`config.mk`:
```
export PLATFORM = sky130hd
export DESIGN_NAME = ttw_sequencer
export DESIGN_NICKNAME = d
export VERILOG_FILES = /design/src/rtl/ttw_pkg.sv /design/src/rtl/ttw_sequencer.sv
export SDC_FILE = /design/constraint.sdc
export NUM_CORES = 1
export LEC_CHECK = 0
export BUFFER_PORTS_ARGS = -buffer_cell sky130_fd_sc_hd__buf_2
export CAP_MARGIN = 20
export CORE_MARGIN = 2
export CORE_UTILIZATION = 51
export DETAILED_ROUTE_END_ITERATION = 8
export PLACE_DENSITY = 0.81
export SYNTH_ARGS = -nofsm -noshare
export SYNTH_HDL_FRONTEND = slang
export SYNTH_SLANG_ARGS = --single-unit
```
`constraint.sdc`:
```
create_clock -name clk -period 3.25 [get_ports clk]
set_input_delay 0.1625 -clock clk [delete_from_list [all_inputs] [get_ports clk]]
set_output_delay 0.1625 -clock clk [all_outputs]
set_load 0.005 [all_outputs]
```
`src/rtl/ttw_pkg.sv`:
```
// Shared types, constants and the microcode table of the text terminal writer.
// Used by every module of the block but ttw_ram; depends on nothing else.

package ttw_pkg;

    // Fixed field widths of the command and result transactions.
    localparam int OP_W   = 2;
    localparam int CHAR_W = 8;
    localparam int ADDR_W = 11;
    localparam int LOC_W  = 11;
    localparam int ROW_W  = 5;
    localparam int COL_W  = 7;
    localparam int CELL_W = 16;
    localparam int ATTR_W = 8;

    localparam logic [CHAR_W-1:0] SPACE_CHAR   = 8'h20;
    localparam logic [CHAR_W-1:0] NEWLINE_CHAR = 8'h0A;
    localparam logic [ATTR_W-1:0] RESET_ATTR   = 8'h0F;

    typedef enum logic [OP_W-1:0] {
        OP_PUT   = 2'd0,
        OP_BKSP  = 2'd1,
        OP_CLEAR = 2'd2,
        OP_READ  = 2'd3
    } op_t;

    localparam int UPC_W = 5;
    typedef logic [UPC_W-1:0] upc_t;

    // Microcode step addresses.
    localparam upc_t ST_INIT       = 5'd0;
    localparam upc_t ST_FETCH      = 5'd1;
    localparam upc_t ST_PUT        = 5'd2;
    localparam upc_t ST_PUT_RD     = 5'd3;
    localparam upc_t ST_PUT_WR     = 5'd4;
    localparam upc_t ST_PUT_NL     = 5'd5;
    localparam upc_t ST_PUT_CHK    = 5'd6;
    localparam upc_t ST_CHK_DONE   = 5'd7;
    localparam upc_t ST_SCROLL     = 5'd8;
    localparam upc_t ST_SCR_RD     = 5'd9;
    localparam upc_t ST_SCR_COPY   = 5'd10;
    localparam upc_t ST_SCR_BLANK  = 5'd11;
    localparam upc_t ST_SCR_END    = 5'd12;
    localparam upc_t ST_CLEAR      = 5'd13;
    localparam upc_t ST_CLR_END    = 5'd14;
    localparam upc_t ST_READ       = 5'd15;
    localparam upc_t ST_READ_LATCH = 5'd16;
    localparam upc_t ST_BKSP       = 5'd17;
    localparam upc_t ST_BK_COL     = 5'd18;
    localparam upc_t ST_BK_PREV    = 5'd19;
    localparam upc_t ST_BSCAN      = 5'd20;
    localparam upc_t ST_BK_TEST    = 5'd21;
    localparam upc_t ST_BK_LAST    = 5'd22;
    localparam upc_t ST_BK_STEP    = 5'd23;
    localparam upc_t ST_BFOUND     = 5'd24;
    localparam upc_t ST_BDEC       = 5'd25;
    localparam upc_t ST_BNONE      = 5'd26;
    localparam upc_t ST_BERASE     = 5'd27;
    localparam upc_t ST_ER_RD      = 5'd28;
    localparam upc_t ST_ER_WR      = 5'd29;
    localparam upc_t ST_DONE       = 5'd30;

    typedef enum logic [2:0] {
        SEQ_NEXT,
        SEQ_JUMP,
        SEQ_BRANCH,
        SEQ_LOOP,
        SEQ_FETCH,
        SEQ_DONE
    } seq_t;

    typedef enum logic [3:0] {
        COND_NONE,
        COND_IS_NL,
        COND_SCR_PEND,
        COND_LAST_CELL,
        COND_LAST_COPY,
        COND_ADDR_OOR,
        COND_HOME,
        COND_COL_NZ,
        COND_CHAR_NS,
        COND_KCNT_ZERO
    } cond_t;

    typedef enum logic [2:0] {
        RD_NONE,
        RD_PTR,
        RD_PTR_C,
        RD_PTR_C1,
        RD_CMD
    } rsel_t;

    typedef enum logic [2:0] {
        WR_RESET,
        WR_BLANK,
        WR_COPY,
        WR_PUTCH,
        WR_SPACE
    } wsel_t;

    typedef enum logic [2:0] {
        PTR_HOLD,
        PTR_INC,
        PTR_DEC,
        PTR_CLR,
        PTR_CURSOR,
        PTR_ROW_END
    } ptr_op_t;

    typedef enum logic [2:0] {
        CUR_HOLD,
        CUR_ADV_CHAR,
        CUR_ADV_NL,
        CUR_PREV_ROW,
        CUR_COL_SCAN,
        CUR_COL_DEC,
        CUR_COL_CLR
    } cur_op_t;

    typedef struct packed {
        seq_t    seq;
        cond_t   cond;
        upc_t    target;
        logic    we;
        wsel_t   wsel;
        rsel_t   rsel;
        ptr_op_t ptr_op;
        cur_op_t cur_op;
        logic    latch_data;
    } uword_t;

    typedef struct packed {
        logic is_nl;
        logic scr_pend;
        logic last_cell;
        logic last_copy;
        logic addr_oor;
        logic home;
        logic col_nz;
        logic char_ns;
        logic kcnt_zero;
    } flags_t;

    // The control program. Loops advance when their condition is true and
    // otherwise repeat the same step.
    function automatic uword_t ucode_rom(input upc_t pc);
        uword_t w;
        w = '0;
        case (pc)
            ST_INIT:
            begin
                w.we = 1'b1;
                w.wsel = WR_RESET;
                w.ptr_op = PTR_INC;
                w.seq = SEQ_LOOP;
                w.cond = COND_LAST_CELL;
            end
            ST_FETCH:
            begin
                w.seq = SEQ_FETCH;
            end
            ST_PUT:
            begin
                w.ptr_op = PTR_CURSOR;
                w.seq = SEQ_BRANCH;
                w.cond = COND_IS_NL;
                w.target = ST_PUT_NL;
            end
            ST_PUT_RD:
            begin
                w.rsel = RD_PTR;
            end
            ST_PUT_WR:
            begin
                w.we = 1'b1;
                w.wsel = WR_PUTCH;
                w.cur_op = CUR_ADV_CHAR;
                w.seq = SEQ_JUMP;
                w.target = ST_PUT_CHK;
            end
            ST_PUT_NL:
            begin
                w.cur_op = CUR_ADV_NL;
            end
            ST_PUT_CHK:
            begin
                w.seq = SEQ_BRANCH;
                w.cond = COND_SCR_PEND;
                w.target = ST_SCROLL;
            end
            ST_CHK_DONE:
            begin
                w.seq = SEQ_JUMP;
                w.target = ST_DONE;
            end
            ST_SCROLL:
            begin
                w.ptr_op = PTR_CLR;
            end
            ST_SCR_RD:
            begin
                w.rsel = RD_PTR_C;
            end
            ST_SCR_COPY:
            begin
                w.we = 1'b1;
                w.wsel = WR_COPY;
                w.rsel = RD_PTR_C1;
                w.ptr_op = PTR_INC;
                w.seq = SEQ_LOOP;
                w.cond = COND_LAST_COPY;
            end
            ST_SCR_BLANK:
            begin
                w.we = 1'b1;
                w.wsel = WR_BLANK;
                w.ptr_op = PTR_INC;
                w.seq = SEQ_LOOP;
                w.cond = COND_LAST_CELL;
            end
            ST_SCR_END:
            begin
                w.seq = SEQ_JUMP;
                w.target = ST_DONE;
            end
            ST_CLEAR:
            begin
                w.we = 1'b1;
                w.wsel = WR_BLANK;
                w.ptr_op = PTR_INC;
                w.seq = SEQ_LOOP;
                w.cond = COND_LAST_CELL;
            end
            ST_CLR_END:
            begin
                w.seq = SEQ_JUMP;
                w.target = ST_DONE;
            end
            ST_READ:
            begin
                w.rsel = RD_CMD;
                w.seq = SEQ_BRANCH;
                w.cond = COND_ADDR_OOR;
                w.target = ST_DONE;
            end
            ST_READ_LATCH:
            begin
                w.latch_data = 1'b1;
                w.seq = SEQ_JUMP;
                w.target = ST_DONE;
            end
            ST_BKSP:
            begin
                w.seq = SEQ_BRANCH;
                w.cond = COND_HOME;
                w.target = ST_DONE;
            end
            ST_BK_COL:
            begin
                w.seq = SEQ_BRANCH;
                w.cond = COND_COL_NZ;
                w.target = ST_BDEC;
            end
            ST_BK_PREV:
            begin
                w.ptr_op = PTR_ROW_END;
                w.cur_op = CUR_PREV_ROW;
            end
            ST_BSCAN:
            begin
                w.rsel = RD_PTR;
            end
            ST_BK_TEST:
            begin
                w.seq = SEQ_BRANCH;
                w.cond = COND_CHAR_NS;
                w.target = ST_BFOUND;
            end
            ST_BK_LAST:
            begin
                w.seq = SEQ_BRANCH;
                w.cond = COND_KCNT_ZERO;
                w.target = ST_BNONE;
            end
            ST_BK_STEP:
            begin
                w.ptr_op = PTR_DEC;
                w.seq = SEQ_JUMP;
                w.target = ST_BSCAN;
            end
            ST_BFOUND:
            begin
                w.cur_op = CUR_COL_SCAN;
                w.seq = SEQ_JUMP;
                w.target = ST_BERASE;
            end
            ST_BDEC:
            begin
                w.cur_op = CUR_COL_DEC;
                w.seq = SEQ_JUMP;
                w.target = ST_BERASE;
            end
            ST_BNONE:
            begin
                w.cur_op = CUR_COL_CLR;
            end
            ST_BERASE:
            begin
                w.ptr_op = PTR_CURSOR;
            end
            ST_ER_RD:
            begin
                w.rsel = RD_PTR;
            end
            ST_ER_WR:
            begin
                w.we = 1'b1;
                w.wsel = WR_SPACE;
            end
            ST_DONE:
            begin
                w.seq = SEQ_DONE;
            end
            default:
            begin
                w.seq = SEQ_JUMP;
                w.target = ST_FETCH;
            end
        endcase
        return w;
    endfunction

endpackage

```
`src/rtl/ttw_sequencer.sv`:
```
// Microcode sequencer of the text terminal writer: step counter, program
// table, branch logic and the transaction handshakes. Depends on ttw_pkg.

module ttw_sequencer
    import ttw_pkg::*;
(
    input  logic            clk,
    input  logic            rst_n,
    input  logic            in_valid,
    input  logic [OP_W-1:0] op,
    input  logic            out_stall,
    input  flags_t          flags,
    output logic            in_stall,
    output logic            out_valid,
    output uword_t          uw,
    output logic            accept,
    output logic            emit
);

    upc_t upc_reg, upc_next;
    logic out_valid_reg, out_valid_next;
    logic cond_hit;
    upc_t dispatch;

    assign uw = ucode_rom(upc_reg);

    always_comb
    begin
        case (uw.cond)
            COND_IS_NL:     cond_hit = flags.is_nl;
            COND_SCR_PEND:  cond_hit = flags.scr_pend;
            COND_LAST_CELL: cond_hit = flags.last_cell;
            COND_LAST_COPY: cond_hit = flags.last_copy;
            COND_ADDR_OOR:  cond_hit = flags.addr_oor;
            COND_HOME:      cond_hit = flags.home;
            COND_COL_NZ:    cond_hit = flags.col_nz;
            COND_CHAR_NS:   cond_hit = flags.char_ns;
            COND_KCNT_ZERO: cond_hit = flags.kcnt_zero;
            default:        cond_hit = 1'b0;
        endcase
    end

    always_comb
    begin
        case (op_t'(op))
            OP_PUT:   dispatch = ST_PUT;
            OP_BKSP:  dispatch = ST_BKSP;
            OP_CLEAR: dispatch = ST_CLEAR;
            OP_READ:  dispatch = ST_READ;
            default:  dispatch = ST_FETCH;
        endcase
    end

    // Handshake outputs.
    always_comb
    begin
        in_stall = (uw.seq != SEQ_FETCH);
        accept   = (uw.seq == SEQ_FETCH) && in_valid;
        emit     = (uw.seq == SEQ_DONE) && !(out_valid_reg && out_stall);
    end

    // Next step.
    always_comb
    begin
        case (uw.seq)
            SEQ_NEXT:   upc_next = upc_reg + upc_t'(1);
            SEQ_JUMP:   upc_next = uw.target;
            SEQ_BRANCH: upc_next = cond_hit ? uw.target : upc_reg + upc_t'(1);
            SEQ_LOOP:   upc_next = cond_hit ? upc_reg + upc_t'(1) : upc_reg;
            SEQ_FETCH:  upc_next = in_valid ? dispatch : upc_reg;
            SEQ_DONE:   upc_next = emit ? ST_FETCH : upc_reg;
            default:    upc_next = ST_FETCH;
        endcase
    end

    always_comb
    begin
        if (emit)
        begin
            out_valid_next = 1'b1;
        end
        else if (!out_stall)
        begin
            out_valid_next = 1'b0;
        end
        else
        begin
            out_valid_next = out_valid_reg;
        end
    end

    always_ff @(posedge clk or negedge rst_n)
    begin
        if (!rst_n)
        begin
            upc_reg       <= ST_INIT;
            out_valid_reg <= 1'b0;
        end
        else
        begin
            upc_reg       <= upc_next;
            out_valid_reg <= out_valid_next;
        end
    end

    assign out_valid = out_valid_reg;

    a_one_command: assert property (@(posedge clk) disable iff (!rst_n)
        accept |=> in_stall)
        else $error("second command taken while one is in progress");

    a_upc_in_program: assert property (@(posedge clk) disable iff (!rst_n)
        upc_reg <= ST_DONE)
        else $error("step counter outside the program");

    a_emit_shows: assert property (@(posedge clk) disable iff (!rst_n)
        emit |=> out_valid_reg)
        else $error("result loaded but not presented");

endmodule

```
---- Word-level counts from Yosys, hierarchy flattened ----
Cells that the tools add are included.
storage, ports and cells
  word-level logic and storage cells ...... 90
  input port bits ......................... 15
  output and inout port bits .............. 30
  bits in registers ....................... 6
operators by class
  reductions and logical operators ........ 18
  equal/unequal tests ..................... 52
  muxes and demuxes ....................... 17
  $add $sub $neg .......................... 1
operators with widths
  operator              number
  $eq A5 B5 Y1 const B  15
  $pmux W5 S10          1
  $eq A5 B4 Y1 const B  8
  $pmux W4 S9           1
  $pmux W3 S5           2
  $pmux W5 S6           1
  $eq A5 B3 Y1 const B  4
  $mux W5               4
  $pmux W4 S5           1
  $pmux W5 S4           1
  $pmux W3 S6           1
  $eq A4 B3 Y1 const B  4
  $reduce_or A16 Y1     1
  $pmux W3 S4           1
  $eq A5 B2 Y1 const B  2
  $reduce_or A10 Y1     1
  $pmux W1 S9           1
  $eq A4 B2 Y1 const B  2
  $eq A4 B4 Y1 const B  2
  $reduce_or A7 Y1      1
  $eq A3 B2 Y1 const B  2
  $eq A3 B3 Y1 const B  2
  $ne A2 B2 Y1 const B  3
  $reduce_or A2 Y1      3
  other kinds (18)      24

---- Depth between registers and ports, before layout ----
  word-level depth ........................ 7
  gate-level depth with buffers ........... 13
  mapped depth without buffers ............ 12

---- Worst setup path before layout ----
No wires, ideal clock.
  path kind ............................... register -> register
  start point ............................. register upc_reg[4]
  end point ............................... register upc_reg[0]
  stages on the path, launching flop included .. 13
  buffers on the path ..................... 2
  clock period less this slack ............ 2.906 ns
  required time ........................... 3.124 ns
  library setup time ...................... 0.126 ns
  path slack .............................. 0.344 ns
  data arrival time ....................... 2.780 ns
  cells stage by stage .................... dfrtp_1 > buf_4 > clkbuf_1 > inv_1 > ha_1 > o21bai_1 > and2b_4 > inv_2 > or4_4 > o41ai_2 > nor3_4 > o2bb2ai_1 > o32a_1
RTL lines
  element                 line                  source
  from (decl)             ttw_sequencer.sv:20   upc_t upc_reg, upc_next;
  from (signal assigned)  ttw_sequencer.sv:101  upc_reg <= upc_next;

---- Worst setup path after layout ----
  start point ............................. register upc_reg[0]
  end point ............................... register upc_reg[4]
on the way
  longest elaborated chain between the ends .. 7
  elaborated cells between the ends (all ways) .. 66
  those cells by class .................... add/sub: 1; eq/ne: 47; mux: 7; reduce/logical: 11
RTL lines
  element                                                    line                                      source
  $eq A5 B4 Y1 (tied with other cells)                       ttw_pkg.sv:149                            case (pc)
  $reduce_or A3 Y1 (no source line) (tied with other cells)  -
  $pmux W4 S9 or $pmux W3 S5 (tied branches)                 ttw_pkg.sv:149
  $eq A4 B4 Y1 (tied with other cells)                       ttw_sequencer.sv:29                       case (uw.cond)
  $pmux W1 S9 or $logic_and A1 B1 Y1 (tied branches)         ttw_sequencer.sv:29, ttw_sequencer.sv:59
  $mux W5 or $ne A2 B2 Y1 (tied branches)                    -
  $pmux W5 S6 or $reduce_and A3 Y1 (tied branches)           -
Several ways; a longest one is shown, not always the timed one. The select of a mux whose other input is x is not followed.
A chain may end at the register's enable or synchronous reset.

==> metrics.json <==
{
  "route.vias.total": 1679,
  "worstSetupEndpointType": "flip-flop",
  "post-dp-hpwl_um": 3380,
  "setup_total_negative_slack_ns": 0,
  "synth.top_cell.area_share": 0.114,
  "insertion_delay_ns": 0.25,
  "die_area_um2": 3010,
  "critical_path_class": "reg2reg",
  "synth_area_per_cell_um2": 6.95,
  "finalCritPeriodShare": 0.957,
  "clock_skew_ns": 0.00612,
  "h-tree-depth": 1,
  "max-cap-violations": 0,
  "synth_top_cell_by_area": "sky130_fd_sc_hd__dfrtp_1",
  "rsz0062_at_grt": "no",
  "finalCoreUtilization": 0.670,
  "hold_viol_final": 0,
  "synth_flop_cell": "sky130_fd_sc_hd__dfrtp_1",
  "grt_start_max_net_pins": 19,
  "clock_sinks": 6,
  "coreArea_um2": 2450,
  "layout.nets": 264,
  "synth-warning-count": 0,
  "synth_seq_cells": 6,
  "peakVddDrop_uv": 705,
  "row_count": 18,
  "die-height_um": 54.9,
  "tritoncts": "done",
  "ys_async_sr_fraction": 1.00,
  "outcome": "finished, final reports clean",
  "die-width_um": 54.9,
  "final_layout_size_suffix_gt1_frac": 0.311,
  "place_congestion": 1.03,
  "drt_pass1_iterations": 5,
  "relSlewSlack": 0.603,
  "grt_first_pass_wirelength_um": 6380,
  "drt-wirelength-per-cell_um": 15.7,
  "ctsRootBufferMaster": "sky130_fd_sc_hd__clkbuf_4",
  "most-common-layout-cells": "44 x sky130_fd_sc_hd__buf_2, 27 x sky130_fd_sc_hd__nand2_1, 15 x sky130_fd_sc_hd__a21oi_1",
  "largest_reg_flops": 5,
  "first_global_vias": 1402,
  "tightest_slew_ns": 0.588,
  "layout_commonest_cell": "sky130_fd_sc_hd__buf_2",
  "grt-ovfl-total": 0,
  "io_pins": 45,
  "hold_class": "in2reg",
  "syn_area_um2": 1320,
  "synth_enable_flop_cells": 0,
  "cts_post_setup_buffers_inserted": 0,
  "drtIter0Drc": 70,
  "drc": 0,
  "netlist_instances": 190,
  "timing_max_transition_violations_final": 0,
  "route.antenna.remaining_nets": 0,
  "synth.top_cells.by_area": "sky130_fd_sc_hd__dfrtp_1 11%, sky130_fd_sc_hd__ha_1 8.5%, sky130_fd_sc_hd__nand2_1 7.7%",
  "maximum_frequency_from_static_timing_analysis_mhz": 321,
  "vias_per_cell": 6.26,
  "antenna-diode-count": 0,
  "setup_viol_count_final": 0,
  "design_power_total_uw": 1740,
  "number_of_distinct_library_cells_after_synthesis": 60,
  "finalCriticalPeriod_ns": 3.11,
  "io_buffer_count": 44,
  "fin_worst_hold_slack_ns": 0.190,
  "grt_antenna_before_repair": 0,
  "worst-path-max-fanout": 7,
  "clk_pin_slew_worst_paths_ns": 0.05,
  "postSynthNetCount": 214,
  "cts_buffers": 3,
  "groute.usage.overall": 0.295,
  "initial_core_util": 0.538,
  "clock_path_buffers": 2,
  "power.static_leakage_uw": 0.000818,
  "seq_area_frac_synth": 0.114,
  "wl_um": 4210,
  "crit_path_start_kind": "flip-flop",
  "synthToLayoutAreaGrowth_pct": 24.6,
  "cp_data_required_time_ns": 3.36,
  "power.density_nw_per_um2": 1060,
  "worst_ep_arrival_time_ns": 3.22
}
-- metrics by stage --
step	cells	cell area, um2	setup slack, ns
after detailed placement	264	1610	0.232
after global placement	264	1610	0.256
after global routing	268	1650	0.0189
after CTS	268	1650	0.190
final	268	1650	0.139
after floorplan	190	1320	0.344
-- path summary, 6_finish.rpt --
path	start	endpoint	slack, ns	depth (start not counted)
setup / recovery	upc_reg[0]	upc_reg[4]	0.14	11
max in group asynchronous	rst_n	upc_reg[3]	2.84	2
hold reg to reg	out_valid	out_valid	0.57	2
hold / removal	out_stall	out_valid	0.19	3
min in group asynchronous	rst_n	out_valid	0.26	2
setup reg to reg	upc_reg[0]	upc_reg[4]	0.14	11
-- synthesized netlist by cell type, types with 2 or more instances --
library cell                count
sky130_fd_sc_hd__o41ai_1        2
sky130_fd_sc_hd__o2bb2ai_1      2
sky130_fd_sc_hd__inv_1         14
sky130_fd_sc_hd__nand3_1        7
sky130_fd_sc_hd__o22a_1         2
sky130_fd_sc_hd__or2_1          3
sky130_fd_sc_hd__o22ai_1        7
sky130_fd_sc_hd__nor2b_1        4
sky130_fd_sc_hd__buf_2          5
sky130_fd_sc_hd__nor3_1         3
sky130_fd_sc_hd__o211ai_1       2
sky130_fd_sc_hd__o31ai_1        3
sky130_fd_sc_hd__xnor2_1        2
sky130_fd_sc_hd__a31oi_1        3
sky130_fd_sc_hd__nand2b_1       5
sky130_fd_sc_hd__nand2_1       27
sky130_fd_sc_hd__a21oi_1       15
sky130_fd_sc_hd__and2_1         3
sky130_fd_sc_hd__nor2_1        14
sky130_fd_sc_hd__mux2i_1        2
sky130_fd_sc_hd__o21ba_2        2
sky130_fd_sc_hd__ha_1           9
sky130_fd_sc_hd__a21o_1         2
sky130_fd_sc_hd__dfrtp_1        6
sky130_fd_sc_hd__clkbuf_1       5
sky130_fd_sc_hd__o21ai_0        6
sky130_fd_sc_hd__buf_1          2
-- cell families (layout without fill, tap and decap cells) --
family / after synthesis / after routing / share of synthesized area
buf+inv: 29 / 77 / 0.0957
simple gates: 76 / 76 / 0.295
xor+xnor: 2 / 2 / 0.0133
compound gates: 64 / 64 / 0.362
flops: 6 / 6 / 0.114
fa+ha+maj: 9 / 9 / 0.0853
mux: 4 / 4 / 0.0351
-- what timing repair did --
action	CTS	global route
hold endpoints to repair	6	0
hold buffers	1	0
resized for setup	0	0
-- area by class of cell --
class / instances / area, um2
Inverter: 15 / 56.3
Tap cell: 30 / 37.5
Multi-Input combinational cell: 155 / 1040
Fill cell: 228 / 810
Clock buffer: 3 / 22.5
Sequential cell: 6 / 150
Timing Repair Buffer: 59 / 335
-- critical path, cell delays in order (launching register included) --
cell and delay [ns]:
sky130_fd_sc_hd__dfrtp_1 0.42, sky130_fd_sc_hd__inv_1 0.12, sky130_fd_sc_hd__ha_1 0.32, sky130_fd_sc_hd__nor2_1 0.38, sky130_fd_sc_hd__o22a_1 0.26, sky130_fd_sc_hd__or2_1 0.22, sky130_fd_sc_hd__mux2i_1 0.21, sky130_fd_sc_hd__o21ai_1 0.09
sky130_fd_sc_hd__and4_4 0.22, sky130_fd_sc_hd__o21ba_2 0.25, sky130_fd_sc_hd__a222oi_1 0.35, sky130_fd_sc_hd__o22ai_1 0.12
-- routing by layer --
metal | vias to the layer above | wire (um) | track usage
li1 | 790 | - | -
met1 | 760 | 1840 | 0.401
met2 | 111 | 1840 | 0.472
met3 | 18 | 412 | 0.0355
met4 | 0 | 120 | 0.108
met5 | - | 0 | 0
-- where the power goes --
group | internal [uW] | switching (uW) | total, uW
clock | 41.9 | 29.2 | 71.1
combinational | 669 | 861 | 1530
sequential | 104 | 30.9 | 135
Note: power is estimated with default switching activity, not from simulation.
